**src/rtl/sfr_pkg.sv**
```systemverilog
`timescale 1ns / 1ps
package sfr_pkg;

    localparam int MAX_PATTERN_BYTES_DEF     = 16;
    localparam int MAX_REPLACEMENT_BYTES_DEF = 16;

    localparam int BYTE_W = 8;
    localparam int LEN_W  = 5;
    localparam int REG_W  = 64;
    localparam int IDX_W  = 3;

    // register indexes of the configuration port
    localparam logic [IDX_W-1:0] CFG_PAT_LO  = 3'd0;
    localparam logic [IDX_W-1:0] CFG_PAT_HI  = 3'd1;
    localparam logic [IDX_W-1:0] CFG_PAT_LEN = 3'd2;
    localparam logic [IDX_W-1:0] CFG_REP_LO  = 3'd3;
    localparam logic [IDX_W-1:0] CFG_REP_HI  = 3'd4;
    localparam logic [IDX_W-1:0] CFG_REP_LEN = 3'd5;

    typedef struct packed {
        logic [BYTE_W-1:0] text_byte;
        logic              end_of_text;
    } t_in_item;

    typedef struct packed {
        logic [BYTE_W-1:0] out_byte;
        logic              byte_present;
        logic              out_last;
    } t_out_item;

    // window cell control
    typedef struct packed {
        logic wr;
        logic shift;
    } t_win_ctl;

    // emit cell control
    typedef struct packed {
        logic load;
        logic shift;
    } t_out_ctl;

endpackage

```
**src/rtl/sfr_win_cell.sv**
```systemverilog
`timescale 1ns / 1ps
module sfr_win_cell
    import sfr_pkg::*;
(
    input  logic              i_clk,
    input  t_win_ctl          i_ctl,
    input  logic [BYTE_W-1:0] i_din,
    input  logic [BYTE_W-1:0] i_nbr,
    input  logic [BYTE_W-1:0] i_pat,
    input  logic              i_care,
    output logic [BYTE_W-1:0] o_cur,
    output logic              o_match
);

    logic [BYTE_W-1:0] r_byte;
    logic [BYTE_W-1:0] n_byte;

    // window content as seen after the incoming byte is placed
    assign o_cur   = i_ctl.wr ? i_din : r_byte;
    assign o_match = !i_care || (o_cur == i_pat);

    always_comb begin
        if (i_ctl.shift) begin
            n_byte = i_nbr;
        end else begin
            n_byte = o_cur;
        end
    end

    always_ff @(posedge i_clk) begin
        r_byte <= n_byte;
    end

endmodule

```
**src/rtl/sfr_out_cell.sv**
```systemverilog
`timescale 1ns / 1ps
module sfr_out_cell
    import sfr_pkg::*;
(
    input  logic      i_clk,
    input  t_out_ctl  i_ctl,
    input  t_out_item i_load,
    input  t_out_item i_nbr,
    output t_out_item o_item
);

    t_out_item r_item;
    t_out_item n_item;

    always_comb begin
        if (i_ctl.load) begin
            n_item = i_load;
        end else if (i_ctl.shift) begin
            n_item = i_nbr;
        end else begin
            n_item = r_item;
        end
    end

    always_ff @(posedge i_clk) begin
        r_item <= n_item;
    end

    assign o_item = r_item;

endmodule

```
**src/rtl/stream_find_and_replace_unit.sv**
```systemverilog
// the first result of a byte is offered in the cycle after its transfer
// throughput: one byte per cycle while each byte yields at most one result and the
//   output does not stall; a byte that yields n results (n up to 16) holds the input
//   until the emit row, draining one result per cycle unless stalled, has one left
// reset: synchronous active low; window empty, emit row empty, registers to defaults
`timescale 1ns / 1ps
module stream_find_and_replace_unit
    import sfr_pkg::*;
#(
    parameter int MAX_PATTERN_BYTES     = MAX_PATTERN_BYTES_DEF,
    parameter int MAX_REPLACEMENT_BYTES = MAX_REPLACEMENT_BYTES_DEF
) (
    input  logic             i_clk,
    input  logic             i_rst_n,
    input  logic             i_in_valid,
    output logic             o_in_stall,
    input  t_in_item         i_in,
    output logic             o_out_valid,
    input  logic             i_out_stall,
    output t_out_item        o_out,
    input  logic             i_cfg_we,
    input  logic [IDX_W-1:0] i_cfg_idx,
    input  logic [REG_W-1:0] i_cfg_data
);

    localparam int WinDepth = MAX_PATTERN_BYTES;
    localparam int OutDepth = (MAX_PATTERN_BYTES > MAX_REPLACEMENT_BYTES) ?
                              MAX_PATTERN_BYTES : MAX_REPLACEMENT_BYTES;
    localparam int FillW    = $clog2(WinDepth + 1);
    localparam int CntW     = $clog2(OutDepth + 1);

    // configuration
    logic [2*REG_W-1:0] r_pat;
    logic [2*REG_W-1:0] r_rep;
    logic [LEN_W-1:0]   r_plen;
    logic [LEN_W-1:0]   r_rlen;

    logic [FillW-1:0]   r_fill;
    logic [FillW-1:0]   n_fill;
    logic [CntW-1:0]    r_cnt;
    logic [CntW-1:0]    n_cnt;

    logic [LEN_W-1:0]   plen;
    logic [LEN_W-1:0]   rlen;
    logic [LEN_W-1:0]   fill_ext;
    logic               full;
    logic               hit;
    logic               last;
    logic [LEN_W-1:0]   n_res;
    logic [LEN_W-1:0]   last_pos;
    logic               marker;
    logic               in_xfer;
    logic               out_xfer;

    logic [BYTE_W-1:0]  win_cur [WinDepth];
    logic [WinDepth-1:0] win_match;
    t_out_item          out_item [OutDepth];
    t_out_item          out_load [OutDepth];
    t_out_ctl           out_ctl;

    always_comb begin
        if (r_plen == '0) begin
            plen = LEN_W'(1);
        end else if (r_plen > LEN_W'(MAX_PATTERN_BYTES)) begin
            plen = LEN_W'(MAX_PATTERN_BYTES);
        end else begin
            plen = r_plen;
        end
        if (r_rlen > LEN_W'(MAX_REPLACEMENT_BYTES)) begin
            rlen = LEN_W'(MAX_REPLACEMENT_BYTES);
        end else begin
            rlen = r_rlen;
        end
    end

    assign o_out_valid = (r_cnt != '0);
    assign out_xfer    = o_out_valid && !i_out_stall;
    // take a byte once the emit row is empty or its only result leaves now
    assign o_in_stall  = !((r_cnt == '0) || ((r_cnt == CntW'(1)) && out_xfer));
    assign in_xfer     = i_in_valid && !o_in_stall;
    assign o_out       = out_item[0];

    assign fill_ext = LEN_W'(r_fill);
    assign full     = (LEN_W'(fill_ext + 1'b1) == plen);
    assign hit      = full && (&win_match);
    assign last     = i_in.end_of_text;

    always_comb begin
        if (hit) begin
            n_res = rlen;
        end else if (full) begin
            n_res = last ? plen : LEN_W'(1);
        end else begin
            n_res = last ? LEN_W'(fill_ext + 1'b1) : '0;
        end
        marker   = last && (n_res == '0);
        last_pos = (n_res == '0) ? '0 : LEN_W'(n_res - 1'b1);
    end

    // window: a row of byte cells shifting toward cell 0
    for (genvar k = 0; k < WinDepth; k++) begin : g_win
        t_win_ctl          ctl;
        logic [BYTE_W-1:0] nbr;

        assign ctl.wr    = in_xfer && (r_fill == FillW'(k));
        assign ctl.shift = in_xfer && full && !hit;

        if (k == WinDepth - 1) begin : g_top
            assign nbr = win_cur[k];
        end else begin : g_mid
            assign nbr = win_cur[k+1];
        end

        sfr_win_cell u_cell (
            .i_clk   (i_clk),
            .i_ctl   (ctl),
            .i_din   (i_in.text_byte),
            .i_nbr   (nbr),
            .i_pat   (r_pat[BYTE_W*k +: BYTE_W]),
            .i_care  (LEN_W'(k) < plen),
            .o_cur   (win_cur[k]),
            .o_match (win_match[k])
        );
    end

    assign out_ctl.load  = in_xfer;
    assign out_ctl.shift = out_xfer;

    // emit row: results of one byte loaded at once, drained from cell 0
    for (genvar j = 0; j < OutDepth; j++) begin : g_out
        logic [BYTE_W-1:0] src;
        t_out_item         nbr;

        if (j < WinDepth) begin : g_win_src
            assign src = hit ? r_rep[BYTE_W*j +: BYTE_W] : win_cur[j];
        end else begin : g_rep_src
            assign src = hit ? r_rep[BYTE_W*j +: BYTE_W] : '0;
        end

        assign out_load[j].out_byte     = marker ? '0 : src;
        assign out_load[j].byte_present = (LEN_W'(j) < n_res);
        assign out_load[j].out_last     = last && (LEN_W'(j) == last_pos);

        if (j == OutDepth - 1) begin : g_top
            assign nbr = '0;
        end else begin : g_mid
            assign nbr = out_item[j+1];
        end

        sfr_out_cell u_cell (
            .i_clk  (i_clk),
            .i_ctl  (out_ctl),
            .i_load (out_load[j]),
            .i_nbr  (nbr),
            .o_item (out_item[j])
        );
    end

    always_comb begin
        n_cnt = r_cnt;
        if (in_xfer) begin
            n_cnt = marker ? CntW'(1) : CntW'(n_res);
        end else if (out_xfer) begin
            n_cnt = CntW'(r_cnt - 1'b1);
        end
    end

    always_comb begin
        n_fill = r_fill;
        if (in_xfer) begin
            if (hit || last) begin
                n_fill = '0;
            end else if (!full) begin
                n_fill = FillW'(r_fill + 1'b1);
            end
        end
        if (i_cfg_we && (i_cfg_idx == CFG_PAT_LEN)) begin
            n_fill = '0;
        end
    end

    always_ff @(posedge i_clk) begin
        if (!i_rst_n) begin
            r_fill <= '0;
            r_cnt  <= '0;
        end else begin
            r_fill <= n_fill;
            r_cnt  <= n_cnt;
        end
    end

    always_ff @(posedge i_clk) begin
        if (!i_rst_n) begin
            r_pat  <= '0;
            r_rep  <= '0;
            r_plen <= LEN_W'(1);
            r_rlen <= '0;
        end else if (i_cfg_we) begin
            case (i_cfg_idx)
                CFG_PAT_LO:  r_pat[REG_W-1:0]       <= i_cfg_data;
                CFG_PAT_HI:  r_pat[2*REG_W-1:REG_W] <= i_cfg_data;
                CFG_PAT_LEN: r_plen                 <= i_cfg_data[LEN_W-1:0];
                CFG_REP_LO:  r_rep[REG_W-1:0]       <= i_cfg_data;
                CFG_REP_HI:  r_rep[2*REG_W-1:REG_W] <= i_cfg_data;
                CFG_REP_LEN: r_rlen                 <= i_cfg_data[LEN_W-1:0];
                default: begin
                end
            endcase
        end
    end

endmodule
```
**config.mk**
```make
export PLATFORM = sky130hd
export DESIGN_NAME = stream_find_and_replace_unit
export DESIGN_NICKNAME = d
export VERILOG_FILES = /design/src/rtl/sfr_pkg.sv /design/src/rtl/sfr_win_cell.sv /design/src/rtl/sfr_out_cell.sv /design/src/rtl/stream_find_and_replace_unit.sv
export SDC_FILE = /design/constraint.sdc
export NUM_CORES = 1
export LEC_CHECK = 0
export BUFFER_PORTS_ARGS = -buffer_cell sky130_fd_sc_hd__buf_2
export CORE_ASPECT_RATIO = 1.75
export CORE_MARGIN = 2
export CORE_UTILIZATION = 40
export CTS_CLUSTER_SIZE = 30
export DETAILED_ROUTE_END_ITERATION = 6
export PLACE_DENSITY = 0.63
export SLEW_MARGIN = 10
export SYNTH_ARGS = -nofsm -noshare
export SYNTH_HDL_FRONTEND = slang
export SYNTH_SLANG_ARGS = --single-unit
```
**constraint.sdc**
```tcl
create_clock -name i_clk -period 7.49 [get_ports i_clk]
set_input_delay 0 -clock i_clk [delete_from_list [all_inputs] [get_ports i_clk]]
set_output_delay 0 -clock i_clk [all_outputs]
set_load 0.005 [all_outputs]
```
== Word-level counts from Yosys, hierarchy flattened ==
Index checks and enable logic that the tools add are counted.
Cells by class
  reduce and logical (&&, ||, !) cells: 94
  bitwise operators: 1
  add/sub/neg operators: 3
  mux-type cells: 108
  $lt $le $gt $ge: 34
  equality and inequality tests: 54
Operator list (count)
  $mux W8: 63
  $mux W10: 32
  $eq A8 B8 Y1: 16
  $lt A4 B5 Y1 const A: 16
  $mux W5: 13
  $eq A4 B5 Y1 const A: 8
  $eq A5 B4 Y1 const B: 8
  $logic_and A1 B1 Y1: 40
  $lt A3 B5 Y1 const A: 8
  $logic_not A5 Y1: 5
  $eq A3 B5 Y1 const A: 4
  $eq A5 B3 Y1 const B: 4
  $lt A1 B5 Y1 const A: 4
  $lt A2 B5 Y1 const A: 4
  $logic_not A1 Y1: 19
  $logic_or A1 B1 Y1: 18
  $reduce_and A16 Y1: 1
  $reduce_and A2 Y1: 7
  $eq A2 B5 Y1 const A: 2
  $eq A5 B1 Y1 const B: 2
  $eq A5 B2 Y1 const B: 2
  $gt A5 B5 Y1 const B: 2
  $sub A5 B1 Y5 const B: 2
  $eq A3 B2 Y1 const B: 2
  other kinds (11): 12
Word-level totals
  bits in registers: 564

== Logic depth before layout (Yosys ltp) ==
  depth after elaboration: 17
  gate-level depth with buffers: 25
  mapped depth without buffers: 20

== Cells and area by module ==
A second synthesis with hierarchy kept.
Unflattened totals
  cell total of the unflattened synthesis: 2804
  area total of the unflattened synthesis: 28603.7 sq um
By module, submodules not included
  stream_find_and_replace_unit: cells each 1860, area each 13489.2 sq um, sequential area each 5525.3 sq um, instances 1
  sfr_win_cell: cells each 37, area each 480.5 sq um, sequential area each 160.2 sq um, instances 16
  sfr_out_cell: cells each 22, area each 464.2 sq um, sequential area each 300.3 sq um, instances 16

== Least setup slack after synthesis ==
Ideal clock, no wire load.
  path type: register to register
  start: reg r_cnt[0]
  end: reg r_cnt[1]
  setup time: 0.099 ns
  arrival time: 5.762 ns
  clock period less this slack: 5.861 ns
  cell stages (with the launch flop): 9
  slack: 1.629 ns
  cell sequence: dfxtp_1 -> inv_1 -> ha_1 -> clkbuf_2 -> buf_2 -> a21oi_1 -> nand2b_1 -> o21ai_0 -> a211oi_1
Between the ends
  cells in the longest elaborated chain, start to end: 16
  elaborated cells on any way between the ends: 81
RTL lines
  from (decl): RTL line stream_find_and_replace_unit.sv:40  | logic [CntW-1:0] r_cnt;
  from (signal assigned): RTL line stream_find_and_replace_unit.sv:188  | r_cnt <= n_cnt;
  $reduce_bool A5 Y1: RTL line stream_find_and_replace_unit.sv:76  | assign o_out_valid = (r_cnt != '0);
  $logic_and A1 B1 Y1: RTL line stream_find_and_replace_unit.sv:77  | assign out_xfer = o_out_valid && !i_out_stall;
  $logic_and A1 B1 Y1: RTL line stream_find_and_replace_unit.sv:79  | assign o_in_stall = !((r_cnt == '0) || ((r_cnt == CntW'(1)) && out_xfer));
  $logic_or A1 B1 Y1: RTL line stream_find_and_replace_unit.sv:79
  $logic_and A1 B1 Y1: RTL line stream_find_and_replace_unit.sv:80  | assign in_xfer = i_in_valid && !o_in_stall;
  $logic_and A1 B1 Y1: RTL line stream_find_and_replace_unit.sv:105  | assign ctl.wr = in_xfer && (r_fill == FillW'(k));
  $mux W8: RTL line sfr_win_cell.sv:19  | assign o_cur = i_ctl.wr ? i_din : r_byte;
  $eq A8 B8 Y1: RTL line sfr_win_cell.sv:20  | assign o_match = !i_care || (o_cur == i_pat);
  $logic_or A1 B1 Y1: RTL line sfr_win_cell.sv:20
  $reduce_and A16 Y1: RTL line stream_find_and_replace_unit.sv:85  | assign hit = full && (&win_match);
  $logic_and A1 B1 Y1: RTL line stream_find_and_replace_unit.sv:85
  $mux W5: RTL line stream_find_and_replace_unit.sv:89  | if (hit) begin
  $logic_not A5 Y1: RTL line stream_find_and_replace_unit.sv:96  | marker = last && (n_res == '0);
  $logic_and A1 B1 Y1: RTL line stream_find_and_replace_unit.sv:96
  $mux W5: RTL line stream_find_and_replace_unit.sv:162  | n_cnt = marker ? CntW'(1) : CntW'(n_res);
  $mux W5: RTL line stream_find_and_replace_unit.sv:161  | if (in_xfer) begin
Parallel ways exist; a longest one is shown, timed or not. The select of a mux whose other input is x is not followed.
A chain may end at the register's enable or synchronous reset.

==> impl_metrics.py <==
metrics = {
    "status": {
        "status": "finished, final reports clean",
    },
    "logic_synthesis": {
        "ys_top_cells_by_area": "dfxtp_1, edfxtp_1, nand2_1",
        "ys_ff_latch": 564,
        "synth_area_per_cell_um2": 8.803,
        "syn_inst": 3115,
        "syn_nets": 3208,
        "synth-main-ff-cell": "dfxtp_1",
        "synth_cell_types": 83,
        "yosysMostFrequentCell": "nand2_1",
        "synth_top_cells_by_count": "nand2_1, dfxtp_1, o21ai_0",
        "synth-seq-area-share": 0.4702,
        "yosys.area.top_type": "dfxtp_1",
        "synth_area_um2": 27420,
        "async_flop_share": 0,
        "synth_top_area_frac": 0.2949,
        "ys_warn_count": 0,
        "synth_edf_count": 160,
    },
    "power": {
        "power_switching_share": 0.3871,
        "power.leakage_uw": 0.01235,
        "irDropWorstVdd_mv": 0.4001,
        "p_switching_uw": 4536,
        "share_comb_of_total_power": 0.352,
        "p_per_area_nw_per_um2": 377.4,
        "p_int_uw": 7182,
        "p_clk_frac": 0.238,
        "seqPwrFrac": 0.410,
    },
    "placed_design": {
        "dpl_cell_area_um2": 28600,
        "port_buffers": 92,
        "routabilityCongestion": 0.9544,
        "hpwl_mm": 70.88,
        "placed_cells": 3942,
    },
    "clock_network": {
        "cts_max_level": 2,
        "cts_buffers": 53,
        "cts_buffer_depth": 3,
        "clock_latency_ps": 620,
        "cts_tree": "built",
        "hold_buffers": 69,
        "post_cts_buffers": 0,
        "cts_resized": 0,
        "path_clk_slew_ps": 70,
        "cts_root_buffer": "clkbuf_16",
        "numClockSinks": 564,
    },
    "grt": {
        "antenna_found_initial": 1,
        "grt_pass1_wl_mm": 150.9,
        "grt_pass1_vias": 22710,
        "grt_max_degree": 131,
        "overflow": 0,
        "track_usage": 0.2879,
    },
    "layout": {
        "layout-drive-gt1-share": 0.08541,
        "area_growth_syn_to_layout_pct": 13.24,
        "design_area_um2": 31050,
        "regArea_um2": 12890,
        "multi_input_area_um2": 13500,
        "num-fill-cells": 6673,
        "stdcell_count": 4112,
        "fin_nets": 3256,
    },
    "floorplan": {
        "io-pin-count": 93,
        "start_util": 0.4023,
        "fp.coreArea_um2": 68170,
        "die_y_um": 350.4,
        "rows": 127,
        "die_area_um2": 70750,
        "die_w_um": 201.9,
    },
    "worst_setup_path": {
        "path_max_fanout": 130,
        "end_kind": "register",
        "cpMostUsedCell": "inv_1",
        "crit_buf_inv": 6,
        "arrival_ps": 6770,
        "path_delay_family": "compound AO/OA/AOI/OAI gates",
        "reg2reg_depth": 18,
        "cp_slowest_cell": "ha_1",
        "start_kind": "register",
        "criticalPathCategory": "register to register",
        "required_ps": 7810,
        "max_stage_delay_ps": 850,
        "cp_num_cells": 18,
        "path_cells": "inv_1 -> ha_1 -> o21a_1 -> nand4_2 -> buf_4 -> or4_1 -> a222oi_1 -> a21oi_1 -> nor2_1 -> nand3_4 -> buf_4 -> mux2i_2 -> inv_1 -> ha_1 -> inv_1 -> o31ai_4 -> buf_12 -> o21ai_0",
    },
    "route": {
        "wire_per_inst_um": 25.15,
        "wl_mm": 103.4,
        "drt_first_pass_iters": 5,
        "antenna_left": 0,
        "first_iter_violations": 2088,
        "vias": 23230,
        "drc": 0,
        "avgViaCountPerCell": 5.648,
    },
    "worst_hold_path": {
        "hold_class": "input port to register",
        "holdPathStages": 4,
    },
    "timing": {
        "post-route-period-util": 0.8608,
        "finalCriticalPeriod_ps": 6448,
        "worst_slew_pin_slew_ps": 1148,
        "finalMaxSlewViolations": 0,
        "hold_viol_final": 0,
        "maxSlewHeadroom": 0.2345,
        "rsz0062_at_grt": "false",
        "setup_tns_ps": 0,
        "clock_skew_ps": 27.66,
        "fmax_mhz": 155.1,
        "setup_viol": 0,
    },
    "flow_run": {
        "drv_cap": 0,
    },
}
==> flip-flops by register name, summed over array words and instances (netlist names) <==
| signal | count |
|---|---|
| fill_ext | 5 |
| g_out.u_cell.o_item | 160 |
| g_win.u_cell.r_byte | 128 |
| r_cnt | 5 |
| r_pat | 128 |
| r_plen | 5 |
| r_rep | 128 |
| r_rlen | 5 |
==> layout by cell type, fill, tap and decap left out, drive strengths merged, types with 22 or more instances in the layout <==
| cell type | count |
|---|---|
| dlygate4sd3 | 69 |
| edfxtp | 160 |
| xnor2 | 94 |
| o21ai | 276 |
| nand3 | 22 |
| xor2 | 77 |
| nand4 | 26 |
| inv | 55 |
| nor2b | 30 |
| nand2 | 824 |
| mux2i | 187 |
| clkinv | 24 |
| nor2 | 140 |
| clkbuf | 74 |
| buf | 139 |
| a21boi | 257 |
| dfxtp | 404 |
| a21oi | 100 |
==> worst register-to-register path: cells and delay by family (launching register included) <==
| family | cells | cell delay (ps) |
|---|---|---|
| adder cells (fa/ha/maj) | 2 | 1180 |
| multiplexers | 1 | 230 |
| AO/OA/AOI/OAI | 5 | 2090 |
| flip-flops | 1 | 330 |
| buffers and inverters | 6 | 1300 |
| AND/OR/NAND/NOR | 4 | 1030 |
==> kinds of logic (layout without fill, tap and decap cells) <==
family	after synthesis	count (layout)	share of synthesized area
compound gates	769	769	0.1849
buf+inv	273	366	0.04015
other cells	0	1	0
flops	564	564	0.4702
simple gates	1130	1130	0.1716
fa+ha+maj	12	12	0.005475
xor+xnor	171	171	0.05462
mux	196	196	0.07310
==> routing by layer <==
metal / vias to the layer above / routed length (um) / part of all wire / track usage
li1: 10780 / - / - / -
met1: 11220 / 37230 / 0.36 / 0.3132
met2: 879 / 49660 / 0.48 / 0.4888
met3: 348 / 5202 / 0.050 / 0.03093
met4: 0 / 11320 / 0.11 / 0.2715
met5: - / 0 / 0 / 0
==> cell type report <==
type | count | area share
diodes | 1 | 0.00008059
clock buffers | 74 | 0.04956
clock inverters | 26 | 0.006930
inverters | 58 | 0.007011
multi-input cells | 2278 | 0.4346
flip-flops and latches | 564 | 0.4152
well taps | 903 | 0.03638
repair buffers | 208 | 0.05025
==> power by group through the flow <==
stage	clock network (uW)	logic, uW	registers (uW)
floorplan	0	2600	4760
finish	2790	4120	4810
detailed placement	0	4030	4850
CTS	2810	4070	4800
global placement	0	3970	4860
global route	2910	4430	4860
==> per-stage QoR <==
stage / util / hold WS [ps] / setup WS (ps) / power (uW)
5_1_grt: 0.4555 / 53.48 / 739.7 / 12200
2_1_floorplan: - / 128.5 / 1629 / 7359
3_5_place_dp: 0.4196 / 294.2 / 1265 / 8881
6_report: 0.4555 / 41.90 / 1042 / 11720
4_1_cts: 0.4555 / 21.18 / 1220 / 11680
3_3_place_gp: 0.4196 / 289.7 / 1388 / 8825
==> worst paths after layout <==
path	end	slack (ps)	start
max	g_out[3].u_cell.o_item[4]	1040	r_cnt[0]
min	r_rlen[1]	40	i_cfg_we
max reg2reg	g_out[3].u_cell.o_item[4]	1040	r_cnt[0]
min reg2reg	r_rep[106]	460	r_rep[106]
Note: power is estimated with default switching activity, not from simulation.
